[src/design/tbwse_pkg.sv]
// Shared types, codes and constants of the timer bank.
package tbwse_pkg;

    localparam int unsigned KIND_W      = 3;
    localparam int unsigned SLOT_W      = 8;
    localparam int unsigned TICK_W      = 32;
    localparam int unsigned STATUS_W    = 2;
    localparam int unsigned MAX_RESULTS = 16;
    localparam int unsigned CNT_W       = 5;
    localparam logic [TICK_W-1:0] HALF_RANGE = 32'h7FFF_FFFF;

    typedef enum logic [KIND_W-1:0] {
        KIND_CREATE = 3'd0,
        KIND_START  = 3'd1,
        KIND_STOP   = 3'd2,
        KIND_DELETE = 3'd3,
        KIND_STAMP  = 3'd4,
        KIND_SCAN   = 3'd5
    } kind_t;

    typedef enum logic [STATUS_W-1:0] {
        ST_OK      = 2'd0,
        ST_INVALID = 2'd1,
        ST_EXPIRED = 2'd2,
        ST_NONE    = 2'd3
    } status_t;

    // commands from the controller to the datapath
    typedef struct packed {
        logic load_item;
        logic rd_issue;
        logic rd_scan;
        logic apply;
        logic scan_clear;
        logic scan_eval;
        logic scan_next;
        logic scan_final;
    } dp_cmd_t;

    // status from the datapath to the controller
    typedef struct packed {
        logic is_scan;
        logic hit;
        logic pend_valid;
        logic stop;
        logic out_free;
    } dp_stat_t;

endpackage

[src/design/tbwse_in_if.sv]
// Command channel of the timer bank.
interface tbwse_in_if import tbwse_pkg::*; ();
    logic                valid;
    logic                ready;
    logic [KIND_W-1:0]   kind;
    logic [SLOT_W-1:0]   slot_index;
    logic                periodic;
    logic [TICK_W-1:0]   period;
    logic [TICK_W-1:0]   time_stamp;

    modport source (output valid, kind, slot_index, periodic, period, time_stamp,
                    input ready);
    modport sink   (input valid, kind, slot_index, periodic, period, time_stamp,
                    output ready);
endinterface

[src/design/tbwse_out_if.sv]
// Result channel of the timer bank.
interface tbwse_out_if import tbwse_pkg::*; ();
    logic                valid;
    logic                ready;
    logic [STATUS_W-1:0] status;
    logic [SLOT_W-1:0]   expired_slot;
    logic [TICK_W-1:0]   tick_now;
    logic                last;

    modport source (output valid, status, expired_slot, tick_now, last,
                    input ready);
    modport sink   (input valid, status, expired_slot, tick_now, last,
                    output ready);
endinterface

[src/design/tbwse_ctrl.sv]
// Sequencing state machine of the timer bank.
module tbwse_ctrl import tbwse_pkg::*;
(
    input  logic     clk,
    input  logic     rst_n,
    input  logic     in_valid,
    output logic     in_ready,
    input  dp_stat_t stat,
    output dp_cmd_t  cmd
);

    typedef enum logic [5:0] {
        S_IDLE    = 6'b000001,
        S_EXEC    = 6'b000010,
        S_APPLY   = 6'b000100,
        S_SCAN_RD = 6'b001000,
        S_SCAN_EV = 6'b010000,
        S_SCAN_END = 6'b100000
    } state_t;

    state_t state_reg;
    state_t state_next;

    always_ff @(posedge clk or negedge rst_n)
    begin
        if (!rst_n)
        begin
            state_reg <= S_IDLE;
        end
        else
        begin
            state_reg <= state_next;
        end
    end

    always_comb
    begin
        state_next = state_reg;
        cmd        = '0;
        in_ready   = 1'b0;
        unique case (state_reg)
            S_IDLE:
            begin
                in_ready = 1'b1;
                if (in_valid)
                begin
                    cmd.load_item = 1'b1;
                    state_next    = S_EXEC;
                end
            end
            S_EXEC:
            begin
                if (stat.is_scan)
                begin
                    cmd.scan_clear = 1'b1;
                    state_next     = S_SCAN_RD;
                end
                else
                begin
                    // fetch the interval for a start
                    cmd.rd_issue = 1'b1;
                    state_next   = S_APPLY;
                end
            end
            S_APPLY:
            begin
                if (stat.out_free)
                begin
                    cmd.apply  = 1'b1;
                    state_next = S_IDLE;
                end
            end
            S_SCAN_RD:
            begin
                cmd.rd_issue = 1'b1;
                cmd.rd_scan  = 1'b1;
                state_next   = S_SCAN_EV;
            end
            S_SCAN_EV:
            begin
                // hold while a pending beat cannot be handed over
                if (!(stat.hit && stat.pend_valid && !stat.out_free))
                begin
                    cmd.scan_eval = 1'b1;
                    if (stat.stop)
                    begin
                        state_next = S_SCAN_END;
                    end
                    else
                    begin
                        cmd.scan_next = 1'b1;
                        state_next    = S_SCAN_RD;
                    end
                end
            end
            S_SCAN_END:
            begin
                if (stat.out_free)
                begin
                    cmd.scan_final = 1'b1;
                    state_next     = S_IDLE;
                end
            end
            default:
            begin
                state_next = S_IDLE;
            end
        endcase
    end

endmodule

[src/design/tbwse_dp.sv]
// Slot storage, tick arithmetic, scan registers and result register.
module tbwse_dp import tbwse_pkg::*;
#(
    parameter int unsigned TIMERS = 16
)
(
    input  logic                clk,
    input  logic                rst_n,
    input  dp_cmd_t             cmd,
    output dp_stat_t            stat,
    input  logic [KIND_W-1:0]   kind,
    input  logic [SLOT_W-1:0]   slot_index,
    input  logic                periodic,
    input  logic [TICK_W-1:0]   period,
    input  logic [TICK_W-1:0]   time_stamp,
    output logic                rsp_valid,
    input  logic                rsp_ready,
    output logic [STATUS_W-1:0] status,
    output logic [SLOT_W-1:0]   expired_slot,
    output logic [TICK_W-1:0]   tick_now,
    output logic                last
);

    localparam int unsigned IDXW = (TIMERS > 1) ? $clog2(TIMERS) : 1;

    // latched item
    logic [KIND_W-1:0]  kind_reg;
    logic [SLOT_W-1:0]  idx_reg;
    logic               per_reg;
    logic [TICK_W-1:0]  period_reg;
    logic [TICK_W-1:0]  stamp_reg;

    // slot flags
    logic [TIMERS-1:0]  used_reg;
    logic [TIMERS-1:0]  active_reg;
    logic [TIMERS-1:0]  periodic_reg;

    // slot memories
    logic [TICK_W-1:0]  interval_mem [TIMERS];
    logic [TICK_W-1:0]  deadline_mem [TIMERS];
    logic [TICK_W-1:0]  ivl_rd_reg;
    logic [TICK_W-1:0]  dl_rd_reg;

    // time base
    logic [TICK_W-1:0]  tick_reg;
    logic [TICK_W-1:0]  prev_reg;
    logic               first_reg;

    // scan
    logic [IDXW-1:0]    scan_i_reg;
    logic [CNT_W-1:0]   cnt_reg;
    logic               pend_valid_reg;
    logic [IDXW-1:0]    pend_idx_reg;

    // result register
    logic                out_valid_reg;
    logic [STATUS_W-1:0] out_status_reg;
    logic [SLOT_W-1:0]   out_slot_reg;
    logic [TICK_W-1:0]   out_tick_reg;
    logic                out_last_reg;

    kind_t              kind_e;
    logic               in_range;
    logic [IDXW-1:0]    slot;
    logic [IDXW-1:0]    rd_addr;
    status_t            s_status;
    logic               create_set;
    logic               start_set;
    logic               stop_clr;
    logic               del_clr;
    logic               stamp_upd;
    logic [TICK_W-1:0]  tick_adv;
    logic [TICK_W-1:0]  tick_out;
    logic               hit;
    logic               scan_hit;
    logic               dl_we;
    logic [IDXW-1:0]    dl_waddr;
    logic [TICK_W-1:0]  dl_wdata;
    logic               out_free;
    logic               push;
    status_t            p_status;
    logic [SLOT_W-1:0]  p_slot;
    logic               p_last;

    assign kind_e   = kind_t'(kind_reg);
    assign in_range = ({1'b0, idx_reg} < 9'(TIMERS));
    assign slot     = idx_reg[IDXW-1:0];
    assign rd_addr  = cmd.rd_scan ? scan_i_reg : slot;

    always_comb
    begin
        s_status   = ST_OK;
        create_set = 1'b0;
        start_set  = 1'b0;
        stop_clr   = 1'b0;
        del_clr    = 1'b0;
        stamp_upd  = 1'b0;
        unique case (kind_e)
            KIND_CREATE:
            begin
                if (in_range) create_set = cmd.apply;
                else          s_status   = ST_INVALID;
            end
            KIND_START:
            begin
                if (in_range && used_reg[slot]) start_set = cmd.apply;
                else                            s_status  = ST_INVALID;
            end
            KIND_STOP:
            begin
                if (in_range && used_reg[slot]) stop_clr = cmd.apply;
                else                            s_status = ST_INVALID;
            end
            KIND_DELETE:
            begin
                if (in_range) del_clr  = cmd.apply;
                else          s_status = ST_INVALID;
            end
            KIND_STAMP:
            begin
                stamp_upd = cmd.apply;
            end
            default:
            begin
                s_status = ST_OK;
            end
        endcase
    end

    // first stamp only sets the base
    assign tick_adv = first_reg ? tick_reg : tick_reg + (stamp_reg - prev_reg);
    assign tick_out = (kind_e == KIND_STAMP) ? tick_adv : tick_reg;

    // wrap-safe compare against the deadline of the visited slot
    assign hit = used_reg[scan_i_reg] && active_reg[scan_i_reg]
                 && ((tick_reg - dl_rd_reg) <= HALF_RANGE);
    assign scan_hit = cmd.scan_eval && hit;

    assign dl_we    = start_set || (scan_hit && periodic_reg[scan_i_reg]);
    assign dl_waddr = cmd.scan_eval ? scan_i_reg : slot;
    assign dl_wdata = cmd.scan_eval ? dl_rd_reg + ivl_rd_reg : tick_reg + ivl_rd_reg;

    assign out_free = !out_valid_reg || rsp_ready;
    assign push     = cmd.apply || (scan_hit && pend_valid_reg) || cmd.scan_final;

    assign stat.is_scan    = (kind_e == KIND_SCAN);
    assign stat.hit        = hit;
    assign stat.pend_valid = pend_valid_reg;
    assign stat.stop       = (scan_i_reg == IDXW'(TIMERS - 1))
                             || (hit && (cnt_reg == CNT_W'(MAX_RESULTS - 1)));
    assign stat.out_free   = out_free;

    always_comb
    begin
        if (cmd.apply)
        begin
            p_status = s_status;
            p_slot   = '0;
            p_last   = 1'b1;
        end
        else if (cmd.scan_final && !pend_valid_reg)
        begin
            p_status = ST_NONE;
            p_slot   = '0;
            p_last   = 1'b1;
        end
        else
        begin
            p_status = ST_EXPIRED;
            p_slot   = SLOT_W'(pend_idx_reg);
            p_last   = cmd.scan_final;
        end
    end

    always_ff @(posedge clk)
    begin
        if (cmd.load_item)
        begin
            kind_reg   <= kind;
            idx_reg    <= slot_index;
            per_reg    <= periodic;
            period_reg <= period;
            stamp_reg  <= time_stamp;
        end
    end

    always_ff @(posedge clk)
    begin
        if (create_set)
        begin
            interval_mem[slot] <= period_reg;
        end
        if (dl_we)
        begin
            deadline_mem[dl_waddr] <= dl_wdata;
        end
        if (cmd.rd_issue)
        begin
            ivl_rd_reg <= interval_mem[rd_addr];
            dl_rd_reg  <= deadline_mem[rd_addr];
        end
    end

    always_ff @(posedge clk or negedge rst_n)
    begin
        if (!rst_n)
        begin
            used_reg     <= '0;
            active_reg   <= '0;
            periodic_reg <= '0;
        end
        else
        begin
            if (create_set)
            begin
                used_reg[slot]     <= 1'b1;
                active_reg[slot]   <= 1'b0;
                periodic_reg[slot] <= per_reg;
            end
            if (start_set)
            begin
                active_reg[slot] <= 1'b1;
            end
            if (stop_clr)
            begin
                active_reg[slot] <= 1'b0;
            end
            if (del_clr)
            begin
                used_reg[slot]     <= 1'b0;
                active_reg[slot]   <= 1'b0;
                periodic_reg[slot] <= 1'b0;
            end
            // one-shot slots stop on expiry
            if (scan_hit && !periodic_reg[scan_i_reg])
            begin
                active_reg[scan_i_reg] <= 1'b0;
            end
        end
    end

    always_ff @(posedge clk or negedge rst_n)
    begin
        if (!rst_n)
        begin
            tick_reg  <= '0;
            prev_reg  <= '0;
            first_reg <= 1'b1;
        end
        else if (stamp_upd)
        begin
            tick_reg  <= tick_adv;
            prev_reg  <= stamp_reg;
            first_reg <= 1'b0;
        end
    end

    always_ff @(posedge clk or negedge rst_n)
    begin
        if (!rst_n)
        begin
            scan_i_reg     <= '0;
            cnt_reg        <= '0;
            pend_valid_reg <= 1'b0;
            pend_idx_reg   <= '0;
        end
        else if (cmd.scan_clear)
        begin
            scan_i_reg     <= '0;
            cnt_reg        <= '0;
            pend_valid_reg <= 1'b0;
        end
        else
        begin
            if (scan_hit)
            begin
                pend_valid_reg <= 1'b1;
                pend_idx_reg   <= scan_i_reg;
                cnt_reg        <= cnt_reg + 1'b1;
            end
            if (cmd.scan_next)
            begin
                scan_i_reg <= scan_i_reg + 1'b1;
            end
        end
    end

    always_ff @(posedge clk or negedge rst_n)
    begin
        if (!rst_n)
        begin
            out_valid_reg <= 1'b0;
        end
        else if (push)
        begin
            out_valid_reg <= 1'b1;
        end
        else if (rsp_ready)
        begin
            out_valid_reg <= 1'b0;
        end
    end

    always_ff @(posedge clk)
    begin
        if (push)
        begin
            out_status_reg <= p_status;
            out_slot_reg   <= p_slot;
            out_tick_reg   <= tick_out;
            out_last_reg   <= p_last;
        end
    end

    assign rsp_valid    = out_valid_reg;
    assign status       = out_status_reg;
    assign expired_slot = out_slot_reg;
    assign tick_now     = out_tick_reg;
    assign last         = out_last_reg;

    a_push_free: assert property (@(posedge clk) disable iff (!rst_n)
        push |-> out_free)
        else $error("result pushed over an unread beat");

    a_pend_cnt: assert property (@(posedge clk) disable iff (!rst_n)
        pend_valid_reg == (cnt_reg != '0))
        else $error("pending result and hit count disagree");

    a_cnt_cap: assert property (@(posedge clk) disable iff (!rst_n)
        cnt_reg <= CNT_W'(MAX_RESULTS))
        else $error("scan reported more than the result cap");

    a_none_last: assert property (@(posedge clk) disable iff (!rst_n)
        out_valid_reg && (out_status_reg == ST_NONE) |-> out_last_reg && (out_slot_reg == '0))
        else $error("empty-scan beat is not final or carries a slot");

endmodule

[src/design/timer_bank_with_wrap_safe_expiry.sv]
// Top level of the timer bank: controller, datapath and channel wiring.
// Create, start, stop, delete, timestamp and unknown kinds: the item is latched, slot memories are
// read, and the single result beat is registered once the result register is free; the next command
// is taken the cycle after. Expiry scan: each slot visited takes a registered memory read, then a
// compare and reload; the pass stalls while the result register is held.
// Scan pace is set by the single read port of the interval and deadline memories. Reset clears
// slot flags, tick, stamp base, first-stamp flag, scan state and result valid; slot memories need no clear.
module timer_bank_with_wrap_safe_expiry import tbwse_pkg::*;
#(
    parameter int unsigned TIMERS = 16
)
(
    input  logic        clk,
    input  logic        rst_n,
    tbwse_in_if.sink    cmd,
    tbwse_out_if.source rsp
);

    dp_cmd_t  dp_cmd;
    dp_stat_t dp_stat;
    logic     in_ready;

    // accept one command beat at a time; the controller owns ready
    assign cmd.ready = in_ready;

    tbwse_ctrl u_ctrl (
        .clk      (clk),
        .rst_n    (rst_n),
        .in_valid (cmd.valid),
        .in_ready (in_ready),
        .stat     (dp_stat),
        .cmd      (dp_cmd)
    );

    // slot state, tick arithmetic and the result register
    tbwse_dp #(
        .TIMERS (TIMERS)
    ) u_dp (
        .clk          (clk),
        .rst_n        (rst_n),
        .cmd          (dp_cmd),
        .stat         (dp_stat),
        .kind         (cmd.kind),
        .slot_index   (cmd.slot_index),
        .periodic     (cmd.periodic),
        .period       (cmd.period),
        .time_stamp   (cmd.time_stamp),
        .rsp_valid    (rsp.valid),
        .rsp_ready    (rsp.ready),
        .status       (rsp.status),
        .expired_slot (rsp.expired_slot),
        .tick_now     (rsp.tick_now),
        .last         (rsp.last)
    );

endmodule

[src/flat_wrapper.sv]
// flat-port wrapper written by rule: the top's interface ports become plain ports
module timer_bank_with_wrap_safe_expiry_flat import tbwse_pkg::*;
#(
    parameter int unsigned TIMERS = 16
)
  (clk, rst_n, cmd_valid, cmd_kind, cmd_slot_index, cmd_periodic, cmd_period, cmd_time_stamp, cmd_ready, rsp_valid, rsp_status, rsp_expired_slot, rsp_tick_now, rsp_last, rsp_ready);
  tbwse_in_if cmd_i ();
  tbwse_out_if rsp_i ();
  input  logic clk;
  input  logic rst_n;
  input wire logic [$bits(cmd_i.valid)-1:0] cmd_valid;
  input wire logic [$bits(cmd_i.kind)-1:0] cmd_kind;
  input wire logic [$bits(cmd_i.slot_index)-1:0] cmd_slot_index;
  input wire logic [$bits(cmd_i.periodic)-1:0] cmd_periodic;
  input wire logic [$bits(cmd_i.period)-1:0] cmd_period;
  input wire logic [$bits(cmd_i.time_stamp)-1:0] cmd_time_stamp;
  output wire logic [$bits(cmd_i.ready)-1:0] cmd_ready;
  output wire logic [$bits(rsp_i.valid)-1:0] rsp_valid;
  output wire logic [$bits(rsp_i.status)-1:0] rsp_status;
  output wire logic [$bits(rsp_i.expired_slot)-1:0] rsp_expired_slot;
  output wire logic [$bits(rsp_i.tick_now)-1:0] rsp_tick_now;
  output wire logic [$bits(rsp_i.last)-1:0] rsp_last;
  input wire logic [$bits(rsp_i.ready)-1:0] rsp_ready;
  assign cmd_i.valid = cmd_valid;
  assign cmd_i.kind = cmd_kind;
  assign cmd_i.slot_index = cmd_slot_index;
  assign cmd_i.periodic = cmd_periodic;
  assign cmd_i.period = cmd_period;
  assign cmd_i.time_stamp = cmd_time_stamp;
  assign cmd_ready = cmd_i.ready;
  assign rsp_valid = rsp_i.valid;
  assign rsp_status = rsp_i.status;
  assign rsp_expired_slot = rsp_i.expired_slot;
  assign rsp_tick_now = rsp_i.tick_now;
  assign rsp_last = rsp_i.last;
  assign rsp_i.ready = rsp_ready;
  timer_bank_with_wrap_safe_expiry #(.TIMERS(TIMERS)) u_core (.clk(clk), .rst_n(rst_n), .cmd(cmd_i), .rsp(rsp_i));
endmodule
[config.mk]
export PLATFORM = sky130hd
export DESIGN_NAME = timer_bank_with_wrap_safe_expiry_flat
export DESIGN_NICKNAME = d
export VERILOG_FILES = /design/src/design/tbwse_pkg.sv /design/src/design/tbwse_in_if.sv /design/src/design/tbwse_out_if.sv /design/src/design/tbwse_ctrl.sv /design/src/design/tbwse_dp.sv /design/src/design/timer_bank_with_wrap_safe_expiry.sv /design/src/flat_wrapper.sv
export SDC_FILE = /design/constraint.sdc
export NUM_CORES = 2
export LEC_CHECK = 0
export BUFFER_PORTS_ARGS = -buffer_cell sky130_fd_sc_hd__buf_2
export CAP_MARGIN = 20
export CORE_AREA = 2 2 357 359
export DETAILED_ROUTE_END_ITERATION = 7
export DIE_AREA = 0 0 359 361
export SETUP_SLACK_MARGIN = 0.2
export SLEW_MARGIN = 30
export SYNTH_ARGS = -nofsm -noshare
export SYNTH_HDL_FRONTEND = slang
export SYNTH_SLANG_ARGS = --single-unit
[constraint.sdc]
create_clock -name clk -period 13.5 [get_ports clk]
set_clock_uncertainty 0.2 [all_clocks]
set_input_delay 0.675 -clock clk [delete_from_list [all_inputs] [get_ports clk]]
set_output_delay 0.675 -clock clk [all_outputs]
set_load 0.01 [all_outputs]
* Yosys cells after proc, flatten, opt, wreduce, memory -nomap -nowiden
Memory sizes are Yosys's and may differ from the RTL's. A register that Yosys moved wholly into a read port is not among the register bits.
Cells that the tools add are included.
** Word-level totals
- Bits of input ports :: 80
- Memories :: 2
- Register bits after elaboration :: 253
- Latch bits :: 0
- Memory bits (read-only) :: 0
- Memory bits (writable) :: 1024
- Output and inout port bits :: 45
- Word-level logic and storage cells :: 167
** Memory list
- u_core.u_dp.deadline_mem :: depth 16, width 32, rd ports 1, clocked after memory_dff 1, write ports 1, line tbwse_dp.sv:40 : logic [TICK_W-1:0] deadline_mem [TIMERS];
- u_core.u_dp.interval_mem :: depth 16, width 32, rd ports 1, clocked after memory_dff 1, write ports 1, line tbwse_dp.sv:39 : logic [TICK_W-1:0] interval_mem [TIMERS];
** Cells by class
- $lt $le $gt $ge :: 6
- Reduce and logical (&&, ||, !) cells :: 32
- Shift operators :: 0
- Eq/ne operators :: 16
- Multiply operators :: 0
- Multiplexer cells :: 71
- $add $sub $neg :: 7
- Div/mod/pow operators :: 0
- Bitwise operators :: 11
** Operator list (number)
- two-way mux 16 bit :: 9
- adder 32 bit :: 3
- AND 16 bit :: 6
- two-way mux 32 bit :: 3
- subtractor 32 bit :: 2
- two-way mux 1 bit :: 35
- <= comparator 32 x 31 -> 1 bit, second input constant :: 1
- inverter 16 bit :: 2
- OR 16 bit :: 2
- case mux 6 bit (5 select lines) :: 1
- two-way mux 6 bit :: 4
- two-way mux 4 bit :: 5
- binary-select mux 1 bit (select 4 bit) :: 4
- bitwise mux 16 bit :: 1
- logical AND 1 bit :: 13
- less-than comparator 4 x 5 -> 1 bit, second input constant :: 2
- two-way mux 5 bit :: 2
- demux 1 bit (select 4 bit) :: 2
- >= comparator 4 x 1 -> 1 bit, second input constant :: 2
- less-than comparator 8 x 5 -> 1 bit, second input constant :: 1
- OR reduction 2 bit :: 4
- == test 3 x 2 -> 1 bit, second input constant :: 2
- == test 3 bit, second input constant :: 2
- == test 6 x 1 -> 1 bit, second input constant :: 1
- 21 further kinds :: 34

* Longest topological paths before layout
- Depth after elaboration :: 15
- Mapped depth :: 24
- Mapped depth without buffers :: 21

* By module
From an unflattened synthesis, not the netlist that was laid out.
** Unflattened totals
- Cell total of the unflattened synthesis :: 3398
- Area, all modules :: 56549.2 um^2
** By module, submodules not included
- tbwse_dp :: area an instance 56117.6 um^2, times used 1, cells an instance 3348
- tbwse_ctrl :: area an instance 431.7 um^2, times used 1, cells an instance 50

* Worst setup path before layout
OpenSTA, ideal clock, no wires.
- Kind :: register to register
- Start point :: reg u_core.u_dp.tick_reg[17]
- End point :: mem u_core.u_dp.deadline_mem[0][26], data pin
- Setup slack :: 7.529 ns
- Stages on the path, launching flop included :: 24
- Arrival time :: 5.444 ns
- Required time :: 12.973 ns
- Buffers on the path :: 3
- Clock period less this slack :: 5.971 ns
- Path through :: dfrtp_1 ha_1 nand4_1 nor4_1 o211ai_1 a31o_2 and4b_1 or3_1 buf_2 buf_6 clkbuf_1 mux2_2 ha_1 inv_1 fa_1 nor2b_1 o21ai_0 a21boi_0 o21ai_0 o21ai_0 a211oi_1 o21bai_1 a211oi_1 nor3_1
** Between the ends
- Cells in the longest elaborated chain, start to end :: 8
- Elaborated cells between the ends (all ways) :: 9
** Ends and longest elaborated chain
- start: declaration :: line tbwse_dp.sv:45 : logic [TICK_W-1:0] tick_reg;
- start signal: assignment :: line tbwse_dp.sv:252 : tick_reg <= tick_adv;
- subtractor 32 bit :: line tbwse_dp.sv:136 : && ((tick_reg - dl_rd_reg) <= HALF_RANGE);
- <= comparator 32 x 31 -> 1 bit :: line tbwse_dp.sv:136
- logical AND 1 bit :: line tbwse_dp.sv:136
- logical AND 1 bit (2 in series) :: line tbwse_ctrl.sv:82 : if (!(stat.hit && stat.pend_valid && !stat.out_free))
- two-way mux 2 bit :: line tbwse_ctrl.sv:82
- two-way mux 2 bit :: line tbwse_ctrl.sv:41 : unique case (state_reg)
- two-way mux 32 bit * :: line tbwse_dp.sv:141 : assign dl_wdata = cmd.scan_eval ? dl_rd_reg + ivl_rd_reg : tick_reg + ivl_rd_reg;
- named net u_core.u_dp.dl_wdata[26] :: line tbwse_dp.sv:78 : logic [TICK_W-1:0] dl_wdata;
- end: declaration :: line tbwse_dp.sv:40
The timed path passes the listed nets; every way through them passes the cells marked *.

* Final worst setup path
- Start point :: reg u_core.u_dp.scan_i_reg[1]
- End point :: mem u_core.u_dp.deadline_mem[15][28], data pin
** Between the ends
- Cells in the longest elaborated chain, start to end :: 9
- Elaborated cells between the ends (all ways) :: 11
** Ends and longest elaborated chain
- start: declaration :: line tbwse_dp.sv:50 : logic [IDXW-1:0] scan_i_reg;
- start signal: assignment :: line tbwse_dp.sv:283 : scan_i_reg <= scan_i_reg + 1'b1;
- binary-select mux 1 bit (select 4 bit) :: line tbwse_dp.sv:135 : assign hit = used_reg[scan_i_reg] && active_reg[scan_i_reg]
- two-way mux 1 bit (implied by the code) :: line tbwse_dp.sv:135
- logical AND 1 bit * :: line tbwse_dp.sv:135
- logical AND 1 bit * :: line tbwse_dp.sv:136
- logical AND 1 bit * (2 in series) :: line tbwse_ctrl.sv:82
- two-way mux 2 bit * :: line tbwse_ctrl.sv:82
- two-way mux 2 bit * :: line tbwse_ctrl.sv:41
- two-way mux 32 bit * :: line tbwse_dp.sv:141
- named net u_core.u_dp.dl_wdata[28] :: line tbwse_dp.sv:78
The timed path passes the listed nets; every way through them passes the cells marked *. The select of a mux whose other input is x is not followed.

==> impl_metrics.env <==
export IMPL_hold_ws_ps=101
export IMPL_cp_cell_sequence="o21ai_0 > mux4_2 > mux2i_1 > and4b_1 > or3_2 > mux2_2 > ha_1 > inv_1 > fa_1 > nor2b_1 > o21ai_0 > a21boi_0 > o21ai_0 > o21ai_0 > a211oi_1 > nor3_1 > nor4_1 > nand3b_1"
export IMPL_hp_class="in2reg"
export IMPL_rows=130
export IMPL_ir_drop_mv=0.113
export IMPL_crit_required_ps=13630
export IMPL_arrival_ps=7750
export IMPL_mostFrequentLayoutCells="edfxtp_1, nand2_1, mux4_2"
export IMPL_cts_root_buf="clkbuf_16"
export IMPL_clk_path_buf_depth=3
export IMPL_ys_warn_count=0
export IMPL_drive_above_1_share_pct=19.1
export IMPL_hold_end="u_core.u_ctrl.state_reg[2]"
export IMPL_htree_levels=4
export IMPL_initial_core_util_pct=44.9
export IMPL_slew_headroom_pct=30.7
export IMPL_status="complete, no violations"
export IMPL_whs_path_depth=4
export IMPL_synth_seq_area_share_pct=70.2
export IMPL_cp_start_kind="register"
export IMPL_cellPowerDensity_nw_per_um2=187
export IMPL_cpMaxStageDelayCell="dfrtp_1"
export IMPL_synth_edf_count=1203
export IMPL_gp_congestion=0.868
export IMPL_die_y_um=361
export IMPL_pin_count=125
export IMPL_rsz0062_at_grt="no"
export IMPL_finalNonFillerCells=5428
export IMPL_ys_types=64
export IMPL_cts_buffers=140
export IMPL_r2r_end="u_core.u_dp.deadline_mem[15][28]"
export IMPL_avgViaCountPerCell=5.67
export IMPL_synthArstFlopShare_pct=10.0
export IMPL_end_kind="register"
export IMPL_dp_cells=5094
export IMPL_first_pass_iters=6
export IMPL_worstReg2RegStart="u_core.u_dp.scan_i_reg[1]"
export IMPL_ys_seq_elements=1337
export IMPL_cts_sinks=1337
export IMPL_cpMostUsedCell="o21ai_0"
export IMPL_fmax_ghz=0.131
export IMPL_dp_hpwl_mm=73.1
export IMPL_avgSynthCellArea_um2=16.4
export IMPL_dr_total_vias=30800
export IMPL_wire_per_inst_um=24.5
export IMPL_tns_ps=0
export IMPL_cap_violations=0
export IMPL_cp_max_fo=30
export IMPL_synthFlopType="edfxtp_1"
export IMPL_grt_start_max_net_pins=132
export IMPL_finish_utilization_pct=51.4
export IMPL_period_minus_slack_ps=7630
export IMPL_reg_top3="u_core.u_dp.deadline_mem x512, u_core.u_dp.interval_mem x512"
export IMPL_postRouteWirelength_mm=133
export IMPL_synthCells=3430
export IMPL_cp_top_family="simple AND/OR/NAND/NOR gates"
export IMPL_final_nets=3880
export IMPL_tritoncts="done"
export IMPL_area_delta_synth_final_pct=14.7
export IMPL_tightestPinTransition_ps=1030
export IMPL_die_w_um=359
export IMPL_syn_cell_area_um2=56300
export IMPL_antenna_cells=0
export IMPL_antenna_left=0
export IMPL_drt_iter0_drc=3020
export IMPL_worstHoldStart="rsp_ready"
export IMPL_reg2reg_depth=18
export IMPL_slew_viol_final=0
export IMPL_clk_latency_ps=750
export IMPL_clk_pin_slew_ps=60
export IMPL_numPortBuffers=120
export IMPL_path_class="reg2reg"
export IMPL_grt_pass1_wl_mm=200
export IMPL_max_stage_delay_ps=940
export IMPL_die_area_um2=130000
export IMPL_antenna_found_initial=3
export IMPL_p_leak_nw=22.2
export IMPL_fin_crit_sh_pct=56.5
export IMPL_drc=0
export IMPL_finalSetupViolCount=0
export IMPL_final_common_cell="edfxtp_1"
export IMPL_grt_usage_pct=20.7
export IMPL_grt_overflow_total=0
export IMPL_critPathBufInv=1
export IMPL_grt_pass1_vias=31100
export IMPL_r2r_setup_slack_ps=5870
export IMPL_core_um2=125000
export IMPL_hold_viol=0
export IMPL_fillers=10200
-- layout make-up --
type                            count  area [um2]  area share, %
Clock buffer                      185        3740           5.81
Timing Repair Buffer              259        1940           3.01
Multi-Input combinational cell   1749       16000           24.8
Sequential cell                  1337       39500           61.2
Tap cell                         1650        2060           3.20
Inverter                          178         668           1.04
Clock inverter                     70         626          0.970
-- worst register-to-register path: stages, from the launching register on --
cell      delay [ps]
dfrtp_1          940
o21ai_0          230
mux4_2           500
mux2i_1          440
and4b_1          260
or3_2            670
mux2_2           330
ha_1             180
inv_1             70
fa_1             430
nor2b_1          120
o21ai_0          100
a21boi_0         400
o21ai_0          350
o21ai_0          690
a211oi_1         250
nor3_1           420
nor4_1           100
nand3b_1         490
-- repair_timing --
action,in CTS,in global routing
gates resized for setup,0,0
endpoints found under the setup margin,0,0
hold buffers,78,0
endpoints found under the hold margin,144,0
setup buffers,0,0
-- logic make-up (layout without fill, tap and decap cells) --
group | Yosys count | after routing | synth area share (%)
multiplexers | 279 | 279 | 10.9
XOR/XNOR | 58 | 58 | 0.903
buffers and inverters | 347 | 692 | 2.46
flip-flops | 1337 | 1337 | 70.2
adder cells (fa/ha/maj) | 135 | 135 | 3.43
AO/OA/AOI/OAI | 582 | 582 | 6.43
other | 1 | 4 | 0.00667
AND/OR/NAND/NOR | 691 | 691 | 5.65
-- worst max-delay path by stage --
stage / start / to / slack (ps) / depth (start not counted)
2_1_floorplan: u_core.u_dp.tick_reg[17] / u_core.u_dp.deadline_mem[0][26] / 7530 / 23
3_3_place_gp: u_core.u_dp.scan_i_reg[1] / u_core.u_dp.deadline_mem[2][26] / 5860 / 18
3_5_place_dp: u_core.u_dp.scan_i_reg[1] / u_core.u_dp.deadline_mem[14][30] / 5730 / 18
4_1_cts: u_core.u_dp.scan_i_reg[1] / u_core.u_dp.deadline_mem[14][30] / 5700 / 18
5_1_grt: u_core.u_dp.scan_i_reg[1] / u_core.u_dp.deadline_mem[14][28] / 5200 / 18
6_report: u_core.u_dp.scan_i_reg[1] / u_core.u_dp.deadline_mem[15][28] / 5870 / 18
-- cells in the mapped netlist, drive strengths merged (10+ instances only) --
cell / n / area [um2]
edfxtp: 1203 / 36100
nand2: 353 / 1330
mux4: 268 / 6040
o21ai: 182 / 911
inv: 177 / 664
dfrtp: 132 / 3300
clkbuf: 114 / 428
ha: 103 / 1290
a21oi: 102 / 510
nor2: 96 / 360
a31oi: 83 / 519
and2: 75 / 469
a211oi: 72 / 541
buf: 55 / 289
nand3: 40 / 200
xnor2: 34 / 298
fa: 32 / 641
a21o: 24 / 180
xor2: 24 / 210
o31ai: 23 / 173
nand2b: 20 / 125
a2bb2oi: 17 / 149
a22oi: 16 / 120
nor2b: 16 / 100
nor3: 16 / 80.1
or3: 13 / 81.3
nand4: 12 / 75.1
or4: 12 / 90.1
and3: 11 / 68.8
o211ai: 10 / 75.1
o21a: 10 / 75.1
-- report_power, final --
part	internal [W]	switching (W)
clock network	0.00210	0.00160
logic	0.00112	0.00186
registers	0.00513	0.000224
total	0.00835	0.00369
-- per-stage QoR --
step	instance area (um2)	worst slack [ps]	total power [W]
floorplan	56300	7530	0.00745
global placement	59100	5860	0.00833
detailed placement	59300	5730	0.00838
CTS	64400	5700	0.0121
global route	64500	5200	0.0127
finish	64500	5870	0.0120
-- routing by layer --
| metal | vias to the layer above | wire [um] | GRT usage, % |
|---|---|---|---|
| met1 | 15900 | 58900 | 29.1 |
| li1 | 13800 | - | - |
| met4 | 0 | 3000 | 5.95 |
| met5 | - | 0 | 0 |
| met3 | 197 | 7570 | 3.27 |
| met2 | 889 | 63700 | 33.7 |
(Power assumes the default switching activity.)
